===== src/rtl/fpwe_pkg.sv =====
`timescale 1ns / 1ps
// ----------------------------------------------------------------------------
// Filtered proquint word encoder: shared package
// Field widths, stage payload types, letter tables and the blocked-word
// screen used by the encoder pipeline.
// ----------------------------------------------------------------------------
package fpwe_pkg;

  localparam int VALUE_W   = 16;
  localparam int LETTER_W  = 7;
  localparam int BIT_IDX_W = 4;

  // Consonant codes that appear in the blocked substrings.
  localparam logic [3:0] CON_D = 4'd1;
  localparam logic [3:0] CON_F = 4'd2;
  localparam logic [3:0] CON_G = 4'd3;
  localparam logic [3:0] CON_H = 4'd4;
  localparam logic [3:0] CON_J = 4'd5;
  localparam logic [3:0] CON_K = 4'd6;
  localparam logic [3:0] CON_M = 4'd8;
  localparam logic [3:0] CON_N = 4'd9;
  localparam logic [3:0] CON_P = 4'd10;
  localparam logic [3:0] CON_S = 4'd12;
  localparam logic [3:0] CON_T = 4'd13;
  localparam logic [3:0] CON_Z = 4'd15;

  // Vowel codes that appear in the blocked substrings.
  localparam logic [1:0] VOW_A = 2'd0;
  localparam logic [1:0] VOW_I = 2'd1;
  localparam logic [1:0] VOW_U = 2'd3;

  // ASCII for b d f g h j k l m n p r s t v z.
  localparam logic [LETTER_W-1:0] CONS_TAB [16] = '{
    7'h62, 7'h64, 7'h66, 7'h67, 7'h68, 7'h6A, 7'h6B, 7'h6C,
    7'h6D, 7'h6E, 7'h70, 7'h72, 7'h73, 7'h74, 7'h76, 7'h7A
  };

  // ASCII for a i o u.
  localparam logic [LETTER_W-1:0] VOWEL_TAB [4] = '{7'h61, 7'h69, 7'h6F, 7'h75};

  typedef struct packed {
    logic [VALUE_W-1:0] value;
    logic               orig_blocked;
    logic [VALUE_W-1:0] flip_blocked;
  } screen_t;

  typedef struct packed {
    logic [VALUE_W-1:0]   coded;
    logic                 altered;
    logic [BIT_IDX_W-1:0] flipped_bit;
    logic                 stuck;
  } pick_t;

  // The word alternates consonant and vowel, so each blocked substring can
  // only sit at the positions where its letter classes line up.
  function automatic logic word_blocked(input logic [VALUE_W-1:0] v);
    logic [3:0] c0;
    logic [3:0] c1;
    logic [3:0] c2;
    logic [1:0] v0;
    logic [1:0] v1;
    logic       hit;
    c0  = v[15:12];
    v0  = v[11:10];
    c1  = v[9:6];
    v1  = v[5:4];
    c2  = v[3:0];
    hit = 1'b0;
    hit |= (c0 == CON_F) && (v0 == VOW_A) && (c1 == CON_G);
    hit |= (c1 == CON_F) && (v1 == VOW_A) && (c2 == CON_G);
    hit |= (c0 == CON_N) && (v0 == VOW_U) && (c1 == CON_D);
    hit |= (c1 == CON_N) && (v1 == VOW_U) && (c2 == CON_D);
    hit |= (c0 == CON_F) && (v0 == VOW_U) && (c1 == CON_K);
    hit |= (c1 == CON_F) && (v1 == VOW_U) && (c2 == CON_K);
    hit |= (c0 == CON_J) && (v0 == VOW_I) && (c1 == CON_H) && (v1 == VOW_A) && (c2 == CON_D);
    hit |= (c0 == CON_H) && (v0 == VOW_A) && (c1 == CON_M) && (v1 == VOW_A) && (c2 == CON_S);
    hit |= (v0 == VOW_I) && (c1 == CON_S) && (v1 == VOW_I) && (c2 == CON_S);
    hit |= (c0 == CON_N) && (v0 == VOW_A) && (c1 == CON_Z) && (v1 == VOW_I) && (c2 == CON_S);
    hit |= (c0 == CON_P) && (v0 == VOW_U) && (c1 == CON_T) && (v1 == VOW_I) && (c2 == CON_N);
    return hit;
  endfunction

endpackage


===== src/rtl/fpwe_select.sv =====
`timescale 1ns / 1ps
// ----------------------------------------------------------------------------
// Select stage
// Picks the lowest flip whose word is clear when the original word is
// blocked, and forms the value that will be spelt.
// ----------------------------------------------------------------------------
module fpwe_select
  import fpwe_pkg::*;
(
  input  logic    clk,
  input  logic    rst,
  input  logic    up_valid,
  input  screen_t up_data,
  output logic    up_ready,
  output logic    valid,
  output pick_t   data,
  input  logic    down_ready
);

  pick_t data_next;

  always_comb begin
    data_next.coded       = up_data.value;
    data_next.altered     = 1'b0;
    data_next.flipped_bit = '0;
    data_next.stuck       = up_data.orig_blocked;
    if (up_data.orig_blocked) begin
      for (int b = VALUE_W - 1; b >= 0; b--) begin
        if (!up_data.flip_blocked[b]) begin
          data_next.coded       = up_data.value ^ (VALUE_W'(1) << b);
          data_next.altered     = 1'b1;
          data_next.flipped_bit = BIT_IDX_W'(b);
          data_next.stuck       = 1'b0;
        end
      end
    end
  end

  assign up_ready = !valid || down_ready;

  always_ff @(posedge clk) begin
    if (rst) begin
      valid <= 1'b0;
    end else if (up_ready) begin
      valid <= up_valid;
    end
  end

  always_ff @(posedge clk) begin
    if (up_ready && up_valid) begin
      data <= data_next;
    end
  end

endmodule


===== config.mk =====
export PLATFORM = sky130hd
export DESIGN_NAME = fpwe_select
export DESIGN_NICKNAME = d
export VERILOG_FILES = /design/src/rtl/fpwe_pkg.sv /design/src/rtl/fpwe_select.sv
export SDC_FILE = /design/constraint.sdc
export NUM_CORES = 1
export LEC_CHECK = 0
export BUFFER_PORTS_ARGS = -buffer_cell sky130_fd_sc_hd__buf_2
export CAP_MARGIN = 5
export CORE_ASPECT_RATIO = 2
export CORE_MARGIN = 1.5
export CORE_UTILIZATION = 40
export DETAILED_ROUTE_END_ITERATION = 8
export MAX_ROUTING_LAYER = met4
export PLACE_DENSITY = 0.74
export SETUP_SLACK_MARGIN = 0.2
export SLEW_MARGIN = 20
export SYNTH_ARGS = -nofsm -noshare
export SYNTH_HDL_FRONTEND = slang
export SYNTH_SLANG_ARGS = --single-unit

===== constraint.sdc =====
create_clock -name clk -period 1.3 [get_ports clk]
set_clock_uncertainty 0.05 [all_clocks]
set_input_delay 0.13 -clock clk [delete_from_list [all_inputs] [get_ports clk]]
set_output_delay 0.13 -clock clk [all_outputs]
set_load 0.02 [all_outputs]

==> results by group, run 1 <==
Finish
  – Multi-input gate area: 575.6 sq um
  – Fillcell total: 270
  – Share of cells above drive strength 1: 0.5028
  – FF+latch area: 684.4 sq um
  – Layout net count: 215
  – Inserted Diodes: 0
  – Area Growth Syn to Fin: 41.47%
  – Final instance area: 1733 sq um

Yosys
  – Synth Register Bits: 23
  – Xor/xnor share of the synthesized area: 0.1144
  – Post-Syn Area: 1225 sq um
  – Asr flop ratio synth: 0
  – Net count after synthesis: 139
  – Sequential-to-total area share from yosys stat: 0.5557
  – Post-synthesis compound-gate area fraction: 0.04801
  – Adder-Cell Fraction of Synth Area: 0
  – Mux cell area share after synthesis: 0
  – Synth warn: 0
  – Post-synthesis simple-gate area fraction: 0.2727
  – Cell count after synthesis: 102
  – Prevailing post-synth register cell: edfxtp_1
  – Netlist cell types: 31
  – Largest family of logic cells by synthesized area: simple AND/OR/NAND/NOR gates
  – EDFF count, synth: 22
  – Average footprint of a synthesized cell: 12.01 sq um

Clock tree
  – CTS tree: done
  – H-tree levels: 1
  – Clk buf depth: 2
  – CTS buffer count: 3
  – Clock sinks: 23
  – Root Driver: clkbuf_8
  – Worst skew pair latency: 0.27 ns
  – Clk slew on worst S/H paths: 0.08 ns

Placed design
  – Routability Congestion: 0.8686
  – PortBufs: 60
  – DP Area: 1652 sq um
  – Dpl hpwl: 2367 um
  – Pre-CTS setup slack: -0.06672 ns

Detailed routing
  – Total Wirelength: 2990 um
  – DR pass1 iterations: 4
  – Drt wl/cell: 14.44 um
  – DR DRC count: 0
  – Antenna-violating nets left: 0
  – Initial detailed-routing violation count: 24
  – DR vias: 1113
  – Vias per cell: 5.377

Global routing
  – Largest net degree at the start of global routing: 14
  – Number of global-route vias before repair: 1124
  – Gr usage total: 0.1912
  – Initial antenna violation count: 0
  – First-pass GRT wire length: 4705 um
  – Gr ovfl total: 0

Timing
  – RSZ-0062 raised after global routing: true
  – Rel. slew slack: 0.8184
  – Worst-Margin Slew: 0.2701 ns
  – # setup viols final: 0
  – Final Hold Vio Count: 0
  – WHS: 0.06629 ns
  – F_max: 0.9112 GHz
  – Final slew viol count: 0
  – Fin crit share: 0.8442
  – Final WS setup: 0.2026 ns
  – Min Tclk post-route: 1.097 ns

Setup path
  – CP Launch Type: primary input
  – FF-to-FF path depth: 2
  – Setup slack, reg-to-reg: 0.29 ns
  – Critical Path Sink Type: flip-flop
  – WS Path Type: primary input to flip-flop
  – Critical Path AT: 1.06 ns
  – Worst Path Max Fanout: 6
  – CP Data Required Time: 1.26 ns

Pwr
  – Cell Pwr Density: 945.5 nW/um^2
  – Leak Pwr: 0.7672 nW
  – Maximum VDD drop: 0.0005432 V

Floorplanning
  – Die Height: 81.26 um
  – Row cnt: 28
  – Area of the core: 2943 sq um
  – IO Pins: 61
  – Die area: 3423 sq um
  – Width of the chip: 42.13 um
  – Initial core utilization: 0.4162

Hold path
  – Hold crit path type: primary input to flip-flop
  – WHS Path Cells: 3

Flow run
  – Max-cap viol count: 0

Status
  – Outcome: completed
## stage by stage
step	util	power (mW)	cells	TNS (ns)
6_report	0.5889	1.638	207	0
5_1_grt	0.5889	1.700	207	0
4_1_cts	0.5829	1.643	207	0
3_5_place_dp	0.5612	1.206	201	-0.07485
3_3_place_gp	0.5612	1.193	201	-0.007955
2_1_floorplan	-	1.042	102	0
## layout make-up
class	instances	area share
flip-flops and latches	23	0.3949
multi-input cells	77	0.3321
repair buffers	70	0.2181
clock buffers	3	0.02383
well taps	30	0.02166
inverters	3	0.006498
clock inverters	1	0.002888
## sequential cells by signal (all words and copies together), names as in the netlist
register	cells
valid	1
data	22
## worst paths after layout
check	from	endpoint
worst max-delay path	up_data[11]	data[20]
worst min-delay path	up_valid	valid
worst max register to register	valid	data[1]
worst min register to register	valid	valid
## power breakdown
part / switching, mW / internal [mW]
registers: 0.0104 / 0.863
logic: 0.189 / 0.133
clock network: 0.228 / 0.214
## cell usage in the layout (no fill, tap or decap), drive strengths merged, types with 2 or more instances in the layout
cell type / count
nor2: 6
nand3: 7
nand2b: 3
nand2: 12
buf: 69
xor2: 13
clkbuf: 3
a21oi: 2
nand4: 2
nor4: 4
and2: 4
and4: 2
a31oi: 2
inv: 3
xnor2: 3
edfxtp: 22
nor3b: 3
o21ai: 3
nor3: 4
## Yosys cell counts, drive strengths merged, types with 2 or more instances
cell | instances | area, sq um
nor2 | 6 | 22.52
nand4 | 2 | 12.51
nor3b | 3 | 27.52
nor3 | 4 | 20.02
edfxtp | 22 | 660.6
a31oi | 2 | 12.51
nand3 | 7 | 47.55
and4 | 2 | 20.02
nand2 | 12 | 45.04
a21oi | 2 | 10.01
nor4 | 4 | 52.55
xor2 | 13 | 113.9
inv | 3 | 11.26
xnor2 | 3 | 26.28
o21ai | 3 | 15.01
nand2b | 3 | 18.77
and2 | 3 | 20.02
## routing by layer
layer / wire (um) / part of all wire / global-route usage
met5: 0 / 0 / -
met4: 130 / 0.043 / 0.1500
met3: 154 / 0.052 / 0.03333
met2: 1696 / 0.57 / 0.3438
met1: 1009 / 0.34 / 0.1719
## timing repair
| action | 4_1_cts | 5_1_grt |
|---|---|---|
| setup buffers | 0 | 0 |
| hold buffers | 1 | 0 |
| setup endpoints to repair | 22 | 13 |
| gates cloned | 1 | 0 |
| endpoints found under the hold margin | 1 | 0 |
| pin swaps | 0 | 1 |
| gates resized for setup | 0 | 4 |
## kinds of logic (layout without fill, tap and decap cells)
| group | count (synthesis) | after routing |
|---|---|---|
| flip-flops | 23 | 23 |
| buffers and inverters | 3 | 77 |
| AO/OA/AOI/OAI | 10 | 10 |
| AND/OR/NAND/NOR | 50 | 51 |
| XOR/XNOR | 16 | 16 |
## critical path, cell delays in order
cell	delay (ns)
buf_2	0.16
and4_1	0.25
nand2_2	0.11
nor4_4	0.29
xor2_1	0.12
(Power assumes the default switching activity.)
==> inputs of run 2 (changes only) <==
Clock period 1.3 ns to 0.93 ns, I/O delays scaled along.
==> results by group, run 2 (same netlist as run 1, synthesis figures left out) <==
Timing
  – # setup viols final: 52 (was 0)
  – F_max: 0.9760 GHz
  – Min Tclk post-route: 1.025 ns
  – WHS: 0.06023 ns (was 0.06629 ns)
  – RSZ-0062 raised after global routing: true (unchanged)
  – Fin crit share: 1.102
  – Final Hold Vio Count: 0 (unchanged)
  – Final slew viol count: 0 (unchanged)
  – Rel. slew slack: 0.8237 (was 0.8184)
  – Final WS setup: -0.09463 ns (was 0.2026 ns)
  – Worst-Margin Slew: 0.2636 ns (was 0.2701 ns)

Hold path
  – WHS Path Cells: 3 (unchanged)
  – Hold Crit Start: up_valid (unchanged)
  – Hold crit path type: primary input to flip-flop (unchanged)
  – WHS Endpoint: valid (unchanged)

Placed design
  – PortBufs: 60 (unchanged)
  – Dpl hpwl: 2595 um (was 2367 um)
  – DP Area: 1881 sq um (was 1652 sq um)
  – Routability Congestion: 0.8367 (was 0.8686)

Detailed routing
  – Drt wl/cell: 20.55 um (was 14.44 um)
  – DR DRC count: 0 (unchanged)
  – Initial detailed-routing violation count: 33 (was 24)
  – Antenna-violating nets left: 0 (unchanged)
  – Vias per cell: 5.559 (was 5.377)
  – DR pass1 iterations: 4 (unchanged)
  – DR vias: 1312 (was 1113)
  – Total Wirelength: 4850 um (was 2990 um)

Setup path
  – FF-to-FF path depth: 2 (unchanged)
  – CP startpoint: valid (was up_data[11])
  – Worst Path Max Fanout: 6 (unchanged)
  – Critical Path Sink Type: flip-flop (unchanged)
  – Setup slack, reg-to-reg: -0.09 ns (was 0.29 ns)
  – CP Launch Type: flip-flop (was primary input)
  – WS Path Type: flip-flop to flip-flop (was primary input to flip-flop)
  – Reg2reg start: valid (unchanged)
  – Reg2Reg Capture Point: data[10] (was data[1])
  – CP Data Required Time: 0.87 ns (was 1.26 ns)
  – Critical Path AT: 0.96 ns (was 1.06 ns)

Clock tree
  – Clk buf depth: 2 (unchanged)
  – Worst skew pair latency: 0.27 ns (about the same)
  – Root Driver: clkbuf_8 (unchanged)
  – H-tree levels: 1 (unchanged)
  – CTS tree: done (unchanged)
  – CTS buffer count: 3 (unchanged)
  – Clock sinks: 23 (unchanged)
  – Clk slew on worst S/H paths: 0.09 ns (was 0.08 ns)

Global routing
  – Number of global-route vias before repair: 1355 (was 1124)
  – First-pass GRT wire length: 6437 um (was 4705 um)
  – Initial antenna violation count: 0 (unchanged)
  – Gr ovfl total: 0 (unchanged)
  – Gr usage total: 0.2655 (was 0.1912)
  – Largest net degree at the start of global routing: 14 (unchanged)

Finish
  – Most frequent cells in the layout: 36 x buf_2, 35 x buf_6, 22 x edfxtp_1, 21 x buf_4, 13 x xor2_1 (was 60 x buf_2, 22 x edfxtp_1, 13 x xor2_1, 10 x nand2_1, 9 x buf_4)
  – Regs by FF count: data (22), valid (1) (unchanged)
  – Commonest non-fill, non-tap cell in the layout: buf_2 (unchanged)
  – Area Growth Syn to Fin: 100.7% (was 41.47%)
  – Largest Register: data (unchanged)
  – Final instance area: 2459 sq um (was 1733 sq um)
  – Inserted Diodes: 0 (unchanged)
  – Share of cells above drive strength 1: 0.7282 (was 0.5028)
  – Layout net count: 244 (was 215)
  – Max reg flops: 22 (unchanged)

Floorplanning
  – Initial core utilization: 0.4162 (unchanged)
  – IO Pins: 61 (unchanged)
  – Die area: 3423 sq um (unchanged)
  – Width of the chip: 42.13 um (unchanged)
  – Row cnt: 28 (unchanged)
  – Die Height: 81.26 um (unchanged)
  – Area of the core: 2943 sq um (unchanged)

Pwr
  – Leak Pwr: 1.083 nW (was 0.7672 nW)
  – Cell Pwr Density: 1077 nW/um^2 (was 945.5 nW/um^2)
  – Final Power: 2.648 mW (was 1.638 mW)
  – Maximum VDD drop: 0.001146 V (was 0.0005432 V)

Status
  – Outcome: finished with violations (was completed)
  – Failing checks: negative setup slack

Flow run
  – Max-cap viol count: 0 (unchanged)
[run 2: cell types whose count changed in the layout (fill, tap and decap cells not counted), sizes merged]
cell,delta
buf,+27
and2,+2
[run 2: worst max-delay path, stage by stage, from the launching register on]
cell,delay [ns]
dfxtp_4,0.36
nand2b_4,0.11
and2_4,0.23
[run 2: repair_timing]
action / 4_1_cts / 5_1_grt
hold endpoints to repair: 1 / 0
gates resized for setup: 51 / 41
pin swaps: 20 / 17
hold buffers: 1 / 0
cloned: 3 / 0
endpoints found under the setup margin: 63 / 68
buffers inserted: 9 / 3
[run 2: routing by layer]
metal  global-route usage  wire length (um)  vias up
met3              0.03333               165       14
met1               0.2232              1448      661
met2               0.5375              3065       44
met4               0.1406               170        0
met5                    -                 0        -
li1                     -                 -      593
[run 2: worst max-delay path by stage]
stage	endpoint	cells after the start	slack (ns)
finish	data[10]	2	-0.09
global route	data[13]	5	-0.12
CTS	up_ready	2	-0.08
detailed placement	data[20]	6	-0.35
global placement	data[20]	6	-0.32
floorplan	data[0]	2	-0.19
[run 2: final cells by class]
cell class / count / area (sq um)
Inverter: 3 / 11.26
Fill cell: 158 / 484.2
Clock buffer: 3 / 41.29
Sequential cell: 23 / 684.4
Timing Repair Buffer: 97 / 812.0
Clock inverter: 1 / 5.005
Tap cell: 30 / 37.54
Multi-Input combinational cell: 79 / 867.1
[run 2: per-stage QoR]
stage	setup slack, ns	setup TNS, ns	cells	util
after global placement	-0.3187	-7.438	216	0.6390
final	-0.09463	-2.387	236	0.8355
after floorplan	-0.1898	-5.098	102	-
after CTS	-0.08175	-2.082	233	0.7704
after global routing	-0.1191	-3.613	236	0.8355
after detailed placement	-0.3502	-8.556	216	0.6390
[run 2: power by group]
group | switching [mW] | total [mW] | internal (mW) | leakage, nW
logic | 0.389 | 0.766 | 0.377 | 0.834
clock network | 0.349 | 0.649 | 0.300 | 0.0255
registers | 0.0246 | 1.23 | 1.21 | 0.223
total | 0.763 | 2.65 | 1.89 | 1.08
==> inputs of run 3 (changes only) <==
Settings changed: GPL_ROUTABILITY_DRIVEN set to 0, PLACE_DENSITY 0.74 to 0.68.
Clock period 0.93 ns to 1.1 ns, I/O delays scaled along.
==> results by group, run 3 (same netlist as run 1, synthesis figures left out) <==
Detailed routing
  – Routed wl met3: 211 um (was 165 um)
  – DR vias: 1239 (was 1312)
  – Total Wirelength: 3690 um (was 4850 um)
  – Drt wl/cell: 16.11 um (was 20.55 um)
  – Antenna-violating nets left: 0 (unchanged)
  – Vias per cell: 5.410 (was 5.559)
  – DR DRC count: 0 (unchanged)
  – Initial detailed-routing violation count: 43 (was 33)
  – Met2 WL: 2183 um (was 3065 um)
  – DR pass1 iterations: 4 (unchanged)
  – Top layer in use: met4 (unchanged)
  – DRT met1 WL: 1182 um (was 1448 um)

Global routing
  – Initial antenna violation count: 0 (unchanged)
  – First-pass GRT wire length: 5437 um (was 6437 um)
  – Gr ovfl total: 0 (unchanged)
  – Gr usage total: 0.2233 (was 0.2655)
  – Number of global-route vias before repair: 1198 (was 1355)
  – Largest net degree at the start of global routing: 13 (was 14)

Floorplanning
  – IO Pins: 61 (unchanged)
  – Width of the chip: 42.13 um (unchanged)
  – Die area: 3423 sq um (unchanged)
  – Initial core utilization: 0.4162 (unchanged)
  – Row cnt: 28 (unchanged)
  – Die Height: 81.26 um (unchanged)
  – Area of the core: 2943 sq um (unchanged)

Status
  – Outcome: completed (was finished with violations)

Clock tree
  – H-tree levels: 1 (unchanged)
  – Worst skew pair latency: 0.26 ns (was 0.27 ns)
  – Clk slew on worst S/H paths: 0.08 ns (was 0.09 ns)
  – Root Driver: clkbuf_8 (unchanged)
  – CTS tree: done (unchanged)
  – Clk buf depth: 2 (unchanged)
  – Clock sinks: 23 (unchanged)
  – CTS buffer count: 3 (unchanged)

Finish
  – Largest Register: data (unchanged)
  – Multi-input gate area: 686.9 sq um (was 867.1 sq um)
  – Max reg flops: 22 (unchanged)
  – FF+latch area: 684.4 sq um (unchanged)
  – Fillcell total: 215 (was 158)
  – Commonest non-fill, non-tap cell in the layout: buf_2 (unchanged)
  – Area Growth Syn to Fin: 76.40% (was 100.7%)
  – Share of cells above drive strength 1: 0.6181 (was 0.7282)
  – Final instance area: 2161 sq um (was 2459 sq um)
  – Inserted Diodes: 0 (unchanged)
  – Most frequent cells in the layout: 34 x buf_2, 29 x buf_4, 24 x buf_6, 22 x edfxtp_1, 13 x xor2_1 (was 36 x buf_2, 35 x buf_6, 22 x edfxtp_1, 21 x buf_4, 13 x xor2_1)
  – Regs by FF count: data (22), valid (1) (unchanged)
  – Layout net count: 237 (was 244)

Setup path
  – CP Launch Type: flip-flop (unchanged)
  – WS Path Type: flip-flop to output port (was flip-flop to flip-flop)
  – Critical Path Sink Type: output port (was flip-flop)
  – CP startpoint: valid (unchanged)
  – CP Data Required Time: 0.94 ns (was 0.87 ns)
  – Worst Path Max Fanout: 6 (unchanged)
  – Reg2reg start: valid (unchanged)
  – Critical Path AT: 0.85 ns (was 0.96 ns)
  – Setup slack, reg-to-reg: 0.09 ns (was -0.09 ns)

Timing
  – # setup viols final: 0 (was 52)
  – Setup Total Neg Slack: 0 ns (was -2.387 ns)
  – Rel. slew slack: 0.8386 (was 0.8237)
  – Worst-Margin Slew: 0.2401 ns (was 0.2636 ns)
  – RSZ-0062 raised after global routing: true (unchanged)
  – Final Hold Vio Count: 0 (unchanged)
  – Final slew viol count: 0 (unchanged)
  – F_max: 0.9860 GHz
  – Min Tclk post-route: 1.014 ns
  – Fin crit share: 0.9220

Placed design
  – PortBufs: 60 (unchanged)
  – DP Area: 1828 sq um (was 1881 sq um)
  – Dpl hpwl: 2479 um (was 2595 um)

Pwr
  – Final Power: 2.089 mW (was 2.648 mW)
  – Maximum VDD drop: 0.0006752 V (was 0.001146 V)
  – Leak Pwr: 0.9763 nW (was 1.083 nW)
  – Cell Pwr Density: 966.7 nW/um^2 (was 1077 nW/um^2)

Hold path
  – Hold Crit Start: up_valid (unchanged)
  – Hold crit path type: primary input to flip-flop (unchanged)

Flow run
  – Max-cap viol count: 0 (unchanged)
==> run 3: cell count changes in the layout (fill, tap and decap cells not counted), sizes merged <==
cell / change
clkbuf: +2
buf: -8
clkinv: -1
==> run 3: final cells by class <==
| class | count | area share |
|---|---|---|
| Multi-Input combinational cell | 79 | 0.3179 |
| Clock buffer | 4 | 0.02085 |
| Timing Repair Buffer | 90 | 0.3219 |
| Sequential cell | 23 | 0.3167 |
| Inverter | 3 | 0.005211 |
| Tap cell | 30 | 0.01737 |
==> run 3: worst paths after layout <==
kind                                  to  cells after the start
worst max-delay path            up_ready                      2
worst min-delay path               valid                      3
worst min register to register     valid                      2
worst max register to register   data[9]                      2
==> run 3: metrics by stage <==
stage | utilization | cells | worst slack, ns | hold WS, ns
after floorplan | - | 102 | -0.01977 | 0.1194
after global placement | 0.6212 | 218 | -0.1588 | 0.2070
after detailed placement | 0.6212 | 218 | -0.1876 | 0.2103
after CTS | 0.6905 | 228 | 0.08506 | 0.06741
after global routing | 0.7343 | 229 | 0.06354 | 0.08667
final | 0.7343 | 229 | 0.08577 | 0.07807
==> run 3: repair_timing <==
item,4_1_cts,5_1_grt
resized for setup,24,36
pin swaps,8,10
gates cloned,3,0
setup endpoints to repair,56,60
hold buffers,1,0
hold endpoints to repair,1,0
setup buffers,2,1
==> run 3: report_power, final <==
group	switching [mW]	leakage, nW	total [mW]	internal (mW)
sequential	0.0182	0.223	1.04	1.02
clock	0.267	0.0228	0.526	0.259
combinational	0.263	0.730	0.524	0.261
==> run 3: metal layers <==
| metal | vias to the layer above | track usage |
|---|---|---|
| li1 | 571 | - |
| met1 | 592 | 0.2017 |
| met2 | 65 | 0.4094 |
| met3 | 11 | 0.04667 |
| met4 | 0 | 0.1469 |
| met5 | - | - |
==> run 3: worst max-delay path, cell delays in order (launching register included) <==
cell	delay, ns
dfxtp_4	0.35
nand2b_4	0.11
buf_6	0.13
